===== config.mk =====
export PLATFORM = sky130hd
export DESIGN_NAME = track2_bit_stream_decoder_core
export DESIGN_NICKNAME = d
export VERILOG_FILES = /design/src/hw/rtl/t2d_pkg.sv /design/src/hw/rtl/t2d_decode.sv /design/src/hw/rtl/t2d_result_buf.sv /design/src/hw/rtl/track2_bit_stream_decoder_core.sv
export SDC_FILE = /design/constraint.sdc
export NUM_CORES = 1
export LEC_CHECK = 0
export BUFFER_PORTS_ARGS = -buffer_cell sky130_fd_sc_hd__buf_2
export CORE_ASPECT_RATIO = 1.2
export CORE_MARGIN = 10
export CORE_UTILIZATION = 45
export DETAILED_ROUTE_END_ITERATION = 8
export PLACE_DENSITY_LB_ADDON = 0.25
export SKIP_LAST_GASP = 1
export SLEW_MARGIN = 20
export SYNTH_ARGS = -nofsm -noshare
export SYNTH_HDL_FRONTEND = slang
export SYNTH_SLANG_ARGS = --single-unit
export TNS_END_PERCENT = 30

===== constraint.sdc =====
create_clock -name clk_i -period 7.33 [get_ports clk_i]
set_input_delay 0.3665 -clock clk_i [delete_from_list [all_inputs] [get_ports clk_i]]
set_output_delay 0.3665 -clock clk_i [all_outputs]
set_load 0.05 [all_outputs]

===== src/hw/rtl/t2d_pkg.sv =====
// Shared types, codes and the track 2 code table for the track 2 decoder.
package t2d_pkg;

  localparam int unsigned ResultsMax = 3;
  localparam logic [7:0] MaxCharsReset = 8'd47;
  localparam logic [3:0] GroupBits = 4'd5;
  localparam logic [3:0] ByteBits = 4'd8;
  localparam logic [6:0] CharBase = 7'd48;

  localparam logic [1:0] StatusOk = 2'd0;
  localparam logic [1:0] StatusUnknown = 2'd1;
  localparam logic [1:0] StatusPartial = 2'd2;
  localparam logic [1:0] StatusOverflow = 2'd3;

  typedef struct packed {
    logic [7:0] data_byte;
    logic [3:0] valid_bits;
    logic       last_byte;
  } in_word_t;

  typedef struct packed {
    logic [6:0] character;
    logic       char_valid;
    logic [1:0] status;
    logic       record_end;
  } result_t;

  typedef struct packed {
    logic       hit;
    logic [3:0] pos;
  } lookup_t;

  // 5-bit odd-parity group to table position
  function automatic lookup_t code_lookup(input logic [4:0] code);
    lookup_t r;
    r.hit = 1'b1;
    unique case (code)
      5'h01:   r.pos = 4'd0;
      5'h10:   r.pos = 4'd1;
      5'h08:   r.pos = 4'd2;
      5'h19:   r.pos = 4'd3;
      5'h04:   r.pos = 4'd4;
      5'h15:   r.pos = 4'd5;
      5'h0D:   r.pos = 4'd6;
      5'h1C:   r.pos = 4'd7;
      5'h02:   r.pos = 4'd8;
      5'h13:   r.pos = 4'd9;
      5'h0B:   r.pos = 4'd10;
      5'h1A:   r.pos = 4'd11;
      5'h07:   r.pos = 4'd12;
      5'h16:   r.pos = 4'd13;
      5'h0E:   r.pos = 4'd14;
      5'h1F:   r.pos = 4'd15;
      default: begin
        r.hit = 1'b0;
        r.pos = 4'd0;
      end
    endcase
    return r;
  endfunction

endpackage


===== src/hw/rtl/t2d_decode.sv =====
// Per-word decode logic and record state: bit gathering, group lookup, status.
module t2d_decode (
  input  logic                        clk_i,
  input  logic                        rst_ni,
  input  logic                        fire_i,
  input  t2d_pkg::in_word_t           in_i,
  input  logic [7:0]                  max_chars_i,
  output t2d_pkg::result_t            res_o [t2d_pkg::ResultsMax],
  output logic [1:0]                  count_o
);
  import t2d_pkg::*;

  logic [3:0]  acc_q, acc_d;
  logic [2:0]  bits_q, bits_d;
  logic [7:0]  chars_q, chars_d;
  logic        disc_q, disc_d;

  logic [3:0]  nb;
  logic [11:0] acc;
  logic [11:0] sh1, sh2;
  logic [3:0]  held, held1, held_r;
  logic [7:0]  chars1, chars_r;
  lookup_t     lk1, lk2;
  logic        err;
  logic [1:0]  cnt;

  always_comb begin
    nb     = (in_i.valid_bits > ByteBits) ? ByteBits : in_i.valid_bits;
    acc    = ({8'd0, acc_q} << nb) | ({4'd0, in_i.data_byte} >> (ByteBits - nb));
    held   = {1'b0, bits_q} + nb;
    held1  = held - GroupBits;
    sh1    = acc >> held1;
    sh2    = acc >> (held1 - GroupBits);
    lk1    = code_lookup(sh1[4:0]);
    lk2    = code_lookup(sh2[4:0]);
    chars1 = chars_q + 8'd1;

    for (int i = 0; i < ResultsMax; i++) begin
      res_o[i] = '0;
    end
    cnt     = 2'd0;
    err     = 1'b0;
    held_r  = held;
    chars_r = chars_q;

    if (held >= GroupBits) begin
      if (chars_q >= max_chars_i) begin
        res_o[0] = '{character: '0, char_valid: 1'b0, status: StatusOverflow, record_end: 1'b1};
        cnt = 2'd1;
        err = 1'b1;
      end else if (!lk1.hit) begin
        res_o[0] = '{character: '0, char_valid: 1'b0, status: StatusUnknown, record_end: 1'b1};
        cnt = 2'd1;
        err = 1'b1;
      end else begin
        res_o[0] = '{character: CharBase + {3'd0, lk1.pos}, char_valid: 1'b1,
                     status: StatusOk, record_end: 1'b0};
        cnt     = 2'd1;
        chars_r = chars1;
        held_r  = held1;
        if (held1 >= GroupBits) begin
          if (chars1 >= max_chars_i) begin
            res_o[1] = '{character: '0, char_valid: 1'b0, status: StatusOverflow,
                         record_end: 1'b1};
            cnt = 2'd2;
            err = 1'b1;
          end else if (!lk2.hit) begin
            res_o[1] = '{character: '0, char_valid: 1'b0, status: StatusUnknown,
                         record_end: 1'b1};
            cnt = 2'd2;
            err = 1'b1;
          end else begin
            res_o[1] = '{character: CharBase + {3'd0, lk2.pos}, char_valid: 1'b1,
                         status: StatusOk, record_end: 1'b0};
            cnt     = 2'd2;
            chars_r = chars1 + 8'd1;
            held_r  = held1 - GroupBits;
          end
        end
      end
    end

    if (!err && in_i.last_byte) begin
      res_o[cnt] = '{character: '0, char_valid: 1'b0,
                     status: (held_r != 4'd0) ? StatusPartial : StatusOk, record_end: 1'b1};
      cnt = cnt + 2'd1;
    end

    count_o = disc_q ? 2'd0 : cnt;

    acc_d   = acc_q;
    bits_d  = bits_q;
    chars_d = chars_q;
    disc_d  = disc_q;
    if (fire_i) begin
      if (disc_q) begin
        if (in_i.last_byte) begin
          disc_d  = 1'b0;
          acc_d   = '0;
          bits_d  = '0;
          chars_d = '0;
        end
      end else if (err || in_i.last_byte) begin
        acc_d   = '0;
        bits_d  = '0;
        chars_d = '0;
        disc_d  = err && !in_i.last_byte;
      end else begin
        acc_d   = acc[3:0];
        bits_d  = held_r[2:0];
        chars_d = chars_r;
      end
    end
  end

  always_ff @(posedge clk_i or negedge rst_ni) begin
    if (!rst_ni) begin
      acc_q   <= '0;
      bits_q  <= '0;
      chars_q <= '0;
      disc_q  <= 1'b0;
    end else begin
      acc_q   <= acc_d;
      bits_q  <= bits_d;
      chars_q <= chars_d;
      disc_q  <= disc_d;
    end
  end

  a_residue_bits: assert property (@(posedge clk_i) disable iff (!rst_ni)
    fire_i && !disc_q && !in_i.last_byte && !err |-> held_r <= 4'd4)
    else $error("t2d_decode: more than four bits left after decode");

endmodule


===== src/hw/rtl/t2d_result_buf.sv =====
// Three-entry result register that drains one result word per cycle while the output side is ready.
module t2d_result_buf (
  input  logic                        clk_i,
  input  logic                        rst_ni,
  input  logic                        load_i,
  input  logic [1:0]                  count_i,
  input  t2d_pkg::result_t            res_i [t2d_pkg::ResultsMax],
  output t2d_pkg::result_t            out_o,
  output logic                        valid_o,
  input  logic                        ready_i,
  output logic                        can_load_o
);
  import t2d_pkg::*;

  result_t    res_q [ResultsMax];
  logic [1:0] rem_q, rem_d;
  logic       pop;

  assign valid_o    = (rem_q != 2'd0);
  assign out_o      = res_q[0];
  assign pop        = valid_o && ready_i;
  assign can_load_o = (rem_q == 2'd0) || ((rem_q == 2'd1) && ready_i);

  always_comb begin
    rem_d = rem_q;
    if (load_i) begin
      rem_d = count_i;
    end else if (pop) begin
      rem_d = rem_q - 2'd1;
    end
  end

  always_ff @(posedge clk_i or negedge rst_ni) begin
    if (!rst_ni) begin
      rem_q <= '0;
    end else begin
      rem_q <= rem_d;
    end
  end

  always_ff @(posedge clk_i) begin
    if (load_i) begin
      res_q <= res_i;
    end else if (pop) begin
      res_q[0] <= res_q[1];
      res_q[1] <= res_q[2];
    end
  end

  a_load_when_free: assert property (@(posedge clk_i) disable iff (!rst_ni)
    load_i |-> can_load_o)
    else $error("t2d_result_buf: load while results pending");

  a_load_count: assert property (@(posedge clk_i) disable iff (!rst_ni)
    load_i |=> rem_q == $past(count_i))
    else $error("t2d_result_buf: wrong result count after load");

  a_char_word: assert property (@(posedge clk_i) disable iff (!rst_ni)
    valid_o && out_o.char_valid |-> !out_o.record_end && out_o.status == StatusOk)
    else $error("t2d_result_buf: character word carries status or end");

  a_close_word: assert property (@(posedge clk_i) disable iff (!rst_ni)
    valid_o && !out_o.char_valid |-> out_o.record_end && out_o.character == 7'd0)
    else $error("t2d_result_buf: status word malformed");

endmodule


===== src/hw/rtl/track2_bit_stream_decoder_core.sv =====
// Top level of the track 2 magnetic-stripe bit stream decoder.
// Takes one stream byte per cycle when each byte yields at most one result word and the
// output side is ready; a byte that yields more result words (up to 3: two characters and
// the closing status) holds the input until the single output port has drained them from
// the three-entry result register. Bytes pass through in_q, then into the result register.
// Write max_chars via cfg_we_i/cfg_wdata_i only while idle; the block does not enforce it.
module track2_bit_stream_decoder_core (
  input  logic        clk_i,
  input  logic        rst_ni,
  input  logic        cfg_we_i,
  input  logic [7:0]  cfg_wdata_i,     // max_chars
  input  logic        s_axis_tvalid_i,
  output logic        s_axis_tready_o,
  input  logic [15:0] s_axis_tdata_i,  // [7:0] data_byte, [11:8] valid_bits, [15:12] zero
  input  logic        s_axis_tlast_i,  // last_byte
  output logic        m_axis_tvalid_o,
  input  logic        m_axis_tready_i,
  output logic [15:0] m_axis_tdata_o,  // [6:0] character, [8:7] status, [15:9] zero
  output logic        m_axis_tuser_o,  // char_valid
  output logic        m_axis_tlast_o   // record_end
);
  import t2d_pkg::*;

  logic [7:0] max_chars_q;
  in_word_t   in_q;
  logic       in_vld_q;
  logic       fire;
  logic       can_load;
  logic       s_accept;
  result_t    res [ResultsMax];
  logic [1:0] res_cnt;
  result_t    out_word;

  assign fire            = in_vld_q && can_load;
  assign s_axis_tready_o = !in_vld_q || fire;
  assign s_accept        = s_axis_tvalid_i && s_axis_tready_o;

  always_ff @(posedge clk_i or negedge rst_ni) begin
    if (!rst_ni) begin
      max_chars_q <= MaxCharsReset;
    end else if (cfg_we_i) begin
      max_chars_q <= cfg_wdata_i;
    end
  end

  always_ff @(posedge clk_i or negedge rst_ni) begin
    if (!rst_ni) begin
      in_vld_q <= 1'b0;
    end else if (s_accept) begin
      in_vld_q <= 1'b1;
    end else if (fire) begin
      in_vld_q <= 1'b0;
    end
  end

  always_ff @(posedge clk_i) begin
    if (s_accept) begin
      in_q.data_byte  <= s_axis_tdata_i[7:0];
      in_q.valid_bits <= s_axis_tdata_i[11:8];
      in_q.last_byte  <= s_axis_tlast_i;
    end
  end

  t2d_decode u_decode (
    .clk_i       (clk_i),
    .rst_ni      (rst_ni),
    .fire_i      (fire),
    .in_i        (in_q),
    .max_chars_i (max_chars_q),
    .res_o       (res),
    .count_o     (res_cnt)
  );

  t2d_result_buf u_result_buf (
    .clk_i      (clk_i),
    .rst_ni     (rst_ni),
    .load_i     (fire),
    .count_i    (res_cnt),
    .res_i      (res),
    .out_o      (out_word),
    .valid_o    (m_axis_tvalid_o),
    .ready_i    (m_axis_tready_i),
    .can_load_o (can_load)
  );

  assign m_axis_tdata_o = {7'd0, out_word.status, out_word.character};
  assign m_axis_tuser_o = out_word.char_valid;
  assign m_axis_tlast_o = out_word.record_end;

endmodule

==> results.sh, run 1 <==
export IMPL_drt_iter0_drc=358
export IMPL_yosys_top_cells_area="edfxtp_1, dfrtp_1, ha_1"
export IMPL_period_share=0.871
export IMPL_grt_overflow=0
export IMPL_crit_type="reg -> reg"
export IMPL_dieHeight_um=142
export IMPL_io_pins=50
export IMPL_worst_setup_path_start_kind="register"
export IMPL_htree_levels=3
export IMPL_holdCritPathClass="in -> async"
export IMPL_worstPathRequired_ns=7.52
export IMPL_viasPerCell=6.01
export IMPL_place_hpwl_um=10700
export IMPL_synth_largest_area_cell="edfxtp_1"
export IMPL_setup_tns_ns=0
export IMPL_post_cts_buffers=0
export IMPL_die_area_um2=17300
export IMPL_core_area_um2=12200
export IMPL_synth_cells=624
export IMPL_grt_usage=0.164
export IMPL_diodes=0
export IMPL_syn_area_um2=5600
export IMPL_crit_fanout=29
export IMPL_setup_violations=0
export IMPL_critPathSlowestCell="edfxtp_1"
export IMPL_async_flop_share=0.466
export IMPL_cts_sink_count=58
export IMPL_io_buffers=37
export IMPL_clock_path_buffers=2
export IMPL_max_cap_violations=0
export IMPL_gp_congestion=0.923
export IMPL_grt_max_degree=30
export IMPL_ys_ff_latch=58
export IMPL_clock_latency_ns=0.33
export IMPL_vias=4768
export IMPL_slowest_delay_ns=0.93
export IMPL_cts_clk_slew_worst_paths_ns=0.05
export IMPL_timing_final_max_slew_violations=0
export IMPL_relSlewSlack=0.404
export IMPL_avgRoutedWirePerCell_um=17.7
export IMPL_finalHoldViolCount=0
export IMPL_synth_edf_count=31
export IMPL_yosysWarnings=0
export IMPL_initial_core_util=0.460
export IMPL_wl_um=14100
export IMPL_clockRootBuffer="clkbuf_16"
export IMPL_grt_pass1_vias=4577
export IMPL_status="complete, no violations"
export IMPL_die_x_um=122
export IMPL_timing_fmax_mhz=157
export IMPL_tritoncts="done"
export IMPL_fillers=1131
export IMPL_synth_ff_type="edfxtp_1"
export IMPL_area_growth_pct=7.33
export IMPL_fin_nets=689
export IMPL_synth_seq_area_share=0.288
export IMPL_synth_top_area_share=0.166
export IMPL_layout_drive_gt1_share=0.155
export IMPL_finClkSkew_ns=0.00402
export IMPL_rows=44
export IMPL_cts_made_buffers=9
export IMPL_drc=0
export IMPL_antenna_found_initial=0
export IMPL_drt_pass1_iterations=5
export IMPL_ys_types=92
export IMPL_grt_pass1_wl_um=23100
export IMPL_crit_chain="nand2b_4 > xnor2_1 > buf_4 > inv_2 > ha_1 > xnor3_1 > and3_1 > o2111ai_1 > o21ai_0 > nor3_1 > xnor2_1 > xnor2_2 > nand2_1 > nor2_1 > inv_1 > ha_1 > inv_1 > a211oi_2 > or3_1 > nor2_1"
export IMPL_endpoint_kind="register"
export IMPL_ant_nets=0
export IMPL_avgSynthCellArea_um2=8.97
export IMPL_hold_buffers=0
export IMPL_ctsResizeCount=0
export IMPL_min_period_ns=6.38
export IMPL_tightest_slew_ns=0.894
export IMPL_cp_data_arrival_time_ns=6.57
export IMPL_grt_setup_unrepaired="false"
-- cell families (layout without fill, tap and decap cells) --
group / after synthesis / in the layout / share of synthesized area
compound gates: 181 / 181 / 0.244
xor+xnor: 42 / 42 / 0.0814
fa+ha+maj: 31 / 31 / 0.0693
buf+inv: 86 / 88 / 0.0787
flops: 58 / 58 / 0.288
mux: 31 / 31 / 0.0677
other cells: 1 / 8 / 0.000670
simple gates: 194 / 194 / 0.170
-- final cells by class --
| cell class | count | area [µm²] | area share |
|---|---|---|---|
| clock buffer | 15 | 290 | 0.0483 |
| clock inverter | 1 | 5.00 | 0.000833 |
| timing repair buffer | 40 | 208 | 0.0346 |
| tap | 161 | 201 | 0.0335 |
| multi-input combinational | 487 | 3570 | 0.594 |
| inverter | 32 | 120 | 0.0200 |
| sequential | 58 | 1610 | 0.268 |
-- cells in the mapped netlist (all sizes together), types with 5 or more instances --
library cell  count
o21a              8
nand3b            5
xnor2            26
a32o              6
buf              34
clkbuf           20
mux2              9
dfrtp            22
nor3             14
o21ai            35
xor2             13
inv              32
and2              6
nor2             39
mux2i            19
a311oi            6
o31ai            10
o211ai            7
ha               31
or3               6
a31oi             8
a21oi            28
nand2            62
nor2b             5
nand2b           10
and3             11
edfxtp           31
nand3            22
a21o             10
dfstp             5
-- registers in the layout, indices dropped and copies added, names as in the netlist --
| name | cells |
|---|---|
| u_decode.disc_q | 1 |
| u_decode.bits_q | 3 |
| in_q | 13 |
| u_result_buf.res_q | 10 |
| u_result_buf.out_o | 8 |
| in_vld_q | 1 |
| u_decode.acc_q | 4 |
| max_chars_q | 8 |
| u_result_buf.rem_q | 2 |
| u_decode.chars_q | 8 |
-- layout by cell type (no fill, tap or decap), drive strengths merged, types with 10 or more instances in the layout --
master | synthesis | routed
mux2i | 19 | 19
a21o | 10 | 10
inv | 32 | 32
ha | 31 | 31
dfrtp | 22 | 22
xor2 | 13 | 13
xnor2 | 26 | 26
o31ai | 10 | 10
nor3 | 14 | 14
nor2 | 39 | 39
a21oi | 28 | 28
nand3 | 22 | 22
o21ai | 35 | 35
clkbuf | 20 | 15
nand2 | 62 | 62
nand2b | 10 | 10
buf | 34 | 40
edfxtp | 31 | 31
and3 | 11 | 11
-- final timing paths --
kind                                            start                      to  slack, ns  cells past startpoint
worst max-delay path                          in_q[4]  u_result_buf.res_q[15]       0.95                     20
worst min register to register  u_result_buf.rem_q[1]   u_result_buf.rem_q[1]       0.50                      2
min in group clk_i                  s_axis_tdata_i[4]                 in_q[9]       0.21                      1
worst max register to register                in_q[4]  u_result_buf.res_q[15]       0.95                     20
max in group asynchronous                      rst_ni     u_decode.chars_q[3]       6.89                      1
worst min-delay path                           rst_ni       u_decode.acc_q[2]       0.05                      1
-- layer usage --
| metal | GRT usage | wire, µm | vias to the layer above |
|---|---|---|---|
| met4 | 0.0817 | 542 | 0 |
| li1 | - | - | 2300 |
| met2 | 0.262 | 6610 | 188 |
| met3 | 0.0322 | 837 | 44 |
| met5 | 0 | 0 | - |
| met1 | 0.204 | 6090 | 2236 |
-- critical path, delay by kind of cell (launching register included) --
| kind | cells | cell delay (ns) |
|---|---|---|
| AO/OA/AOI/OAI | 3 | 0.36 |
| flip-flops | 1 | 0.93 |
| adder cells (fa/ha/maj) | 2 | 0.49 |
| buffers and inverters | 4 | 0.71 |
| AND/OR/NAND/NOR | 7 | 2.22 |
| XOR/XNOR | 4 | 1.50 |
-- per-stage QoR --
step,utilization,instances,cell area (µm²),hold WS [ns],setup slack [ns]
2_1_floorplan,-,631,5620,0.0709,2.39
4_1_cts,0.494,794,6010,0.0621,1.02
3_5_place_dp,0.470,778,5710,0.417,1.07
6_report,0.494,794,6010,0.0463,0.949
5_1_grt,0.494,794,6010,0.103,0.339
3_3_place_gp,0.470,778,5710,0.415,1.17
Power of run 1 is not shown: default switching activity piles up to over one toggle a cycle in this logic, so the estimate is an artifact.
==> run 2, diff against run 1 <==
--- a/config.mk
+++ b/config.mk
@@ -10,6 +10,7 @@
 export CORE_MARGIN = 10
 export CORE_UTILIZATION = 45
 export DETAILED_ROUTE_END_ITERATION = 8
+export GPL_TIMING_DRIVEN = 0
 export PLACE_DENSITY_LB_ADDON = 0.25
 export SKIP_LAST_GASP = 1
 export SLEW_MARGIN = 20
==> results.sh, run 2 (synthesis gave the netlist of run 1 again) <==
export IMPL_crit_type="reg -> reg"
export IMPL_die_area_um2=17300
export IMPL_holdCritPathClass="in -> async"
export IMPL_antenna_found_initial=0
export IMPL_min_period_ns=6.31
export IMPL_reg_top3="in_q: 13 flops, u_result_buf.res_q: 10 flops"
export IMPL_final_setup_worst_slack_ns=1.02
export IMPL_cts_clk_slew_worst_paths_ns=0.05
export IMPL_grt_pass1_vias=4991
export IMPL_multiInputGateArea_um2=3570
export IMPL_crit_top_cell="inv_1"
export IMPL_layout_drive_gt1_share=0.190
export IMPL_finClkSkew_ns=0.00679
export IMPL_seq_area_um2=1610
export IMPL_hold_buffers=0
export IMPL_die_x_um=122
export IMPL_grt_max_degree=28
export IMPL_tightest_slew_ns=0.743
export IMPL_ant_nets=0
export IMPL_post_cts_buffers=0
export IMPL_cp_data_arrival_time_ns=6.51
export IMPL_endpoint_kind="register"
export IMPL_fillers=1125
export IMPL_max_cap_violations=0
export IMPL_viasPerCell=5.94
export IMPL_pre_cts_ws_ns=1.27
export IMPL_gp_congestion=0.973
export IMPL_drc=0
export IMPL_finalHoldViolCount=0
export IMPL_grt_usage=0.181
export IMPL_cts_sink_count=58
export IMPL_vias=5018
export IMPL_status="complete, no violations"
export IMPL_final_common_cell="nand2_1"
export IMPL_avgRoutedWirePerCell_um=18.3
export IMPL_dieHeight_um=142
export IMPL_io_pins=50
export IMPL_timing_final_max_slew_violations=0
export IMPL_timing_fmax_mhz=158
export IMPL_critPathSlowestCell="nor3_1"
export IMPL_worst_setup_path_start_kind="register"
export IMPL_setup_violations=0
export IMPL_worstPathRequired_ns=7.53
export IMPL_ctsResizeCount=0
export IMPL_slowest_delay_ns=0.52
export IMPL_clock_latency_ns=0.34
export IMPL_area_growth_pct=12.7
export IMPL_grt_pass1_wl_um=25200
export IMPL_largest_reg_flops=13
export IMPL_io_buffers=37
export IMPL_cts_made_buffers=9
export IMPL_drt_iter0_drc=427
export IMPL_regMostFlops="in_q"
export IMPL_fin_nets=740
export IMPL_place_hpwl_um=12000
export IMPL_initial_core_util=0.460
export IMPL_core_area_um2=12200
export IMPL_diodes=0
export IMPL_clockRootBuffer="clkbuf_16"
export IMPL_clock_path_buffers=2
export IMPL_htree_levels=3
export IMPL_wl_um=15500
export IMPL_period_share=0.861
export IMPL_layout_common_cells="nand2_1, buf_2, nor2_1"
export IMPL_grt_overflow=0
export IMPL_grt_setup_unrepaired="false"
export IMPL_setup_tns_ns=0
export IMPL_relSlewSlack=0.497
export IMPL_crit_fanout=13
export IMPL_rows=44
export IMPL_drt_pass1_iterations=5
export IMPL_tritoncts="done"
[run 2: worst paths after layout]
check                                       from                      to  slack (ns)  cells after the start
min                                       rst_ni       u_decode.acc_q[3]        0.05                      1
max reg2reg                              in_q[2]  u_result_buf.res_q[15]        1.02                     25
min reg2reg                u_result_buf.rem_q[1]   u_result_buf.rem_q[1]        0.51                      2
max                                      in_q[2]  u_result_buf.res_q[15]        1.02                     25
max in group asynchronous                 rst_ni   u_result_buf.rem_q[0]        6.87                      1
min in group clk_i             s_axis_tdata_i[1]                 in_q[6]        0.20                      1
[run 2: stage by stage]
step / utilization / cell area (µm²) / std cells / hold WS (ns)
after floorplan: - / 5620 / 631 / 0.0709
after global placement: 0.494 / 6010 / 829 / 0.422
after detailed placement: 0.494 / 6010 / 829 / 0.423
after CTS: 0.519 / 6310 / 845 / 0.0775
after global routing: 0.519 / 6310 / 845 / 0.102
final: 0.519 / 6310 / 845 / 0.0474
[run 2: routing by layer]
metal / vias up / track usage / wire length [µm]
li1: 2408 / - / -
met1: 2394 / 0.208 / 6490
met2: 164 / 0.307 / 7460
met3: 52 / 0.0341 / 731
met4: 0 / 0.0999 / 786
met5: - / 0 / 0
[run 2: cell type report]
class,count,share of cell area
well taps,161,0.0319
clock buffers,13,0.0448
clock inverters,3,0.00278
inverters,32,0.0190
repair buffers,37,0.0293
multi-input cells,487,0.566
plain buffers,54,0.0508
flip-flops and latches,58,0.256
[run 2: critical path: cells and delay by family, from the launching register on]
kind,cells,cell delay [ns]
xor+xnor,4,1.69
mux,1,0.14
buf+inv,9,1.34
fa+ha+maj,2,0.44
compound gates,3,0.36
simple gates,6,1.88
flops,1,0.31
Power of run 2 is left out for the same reason.
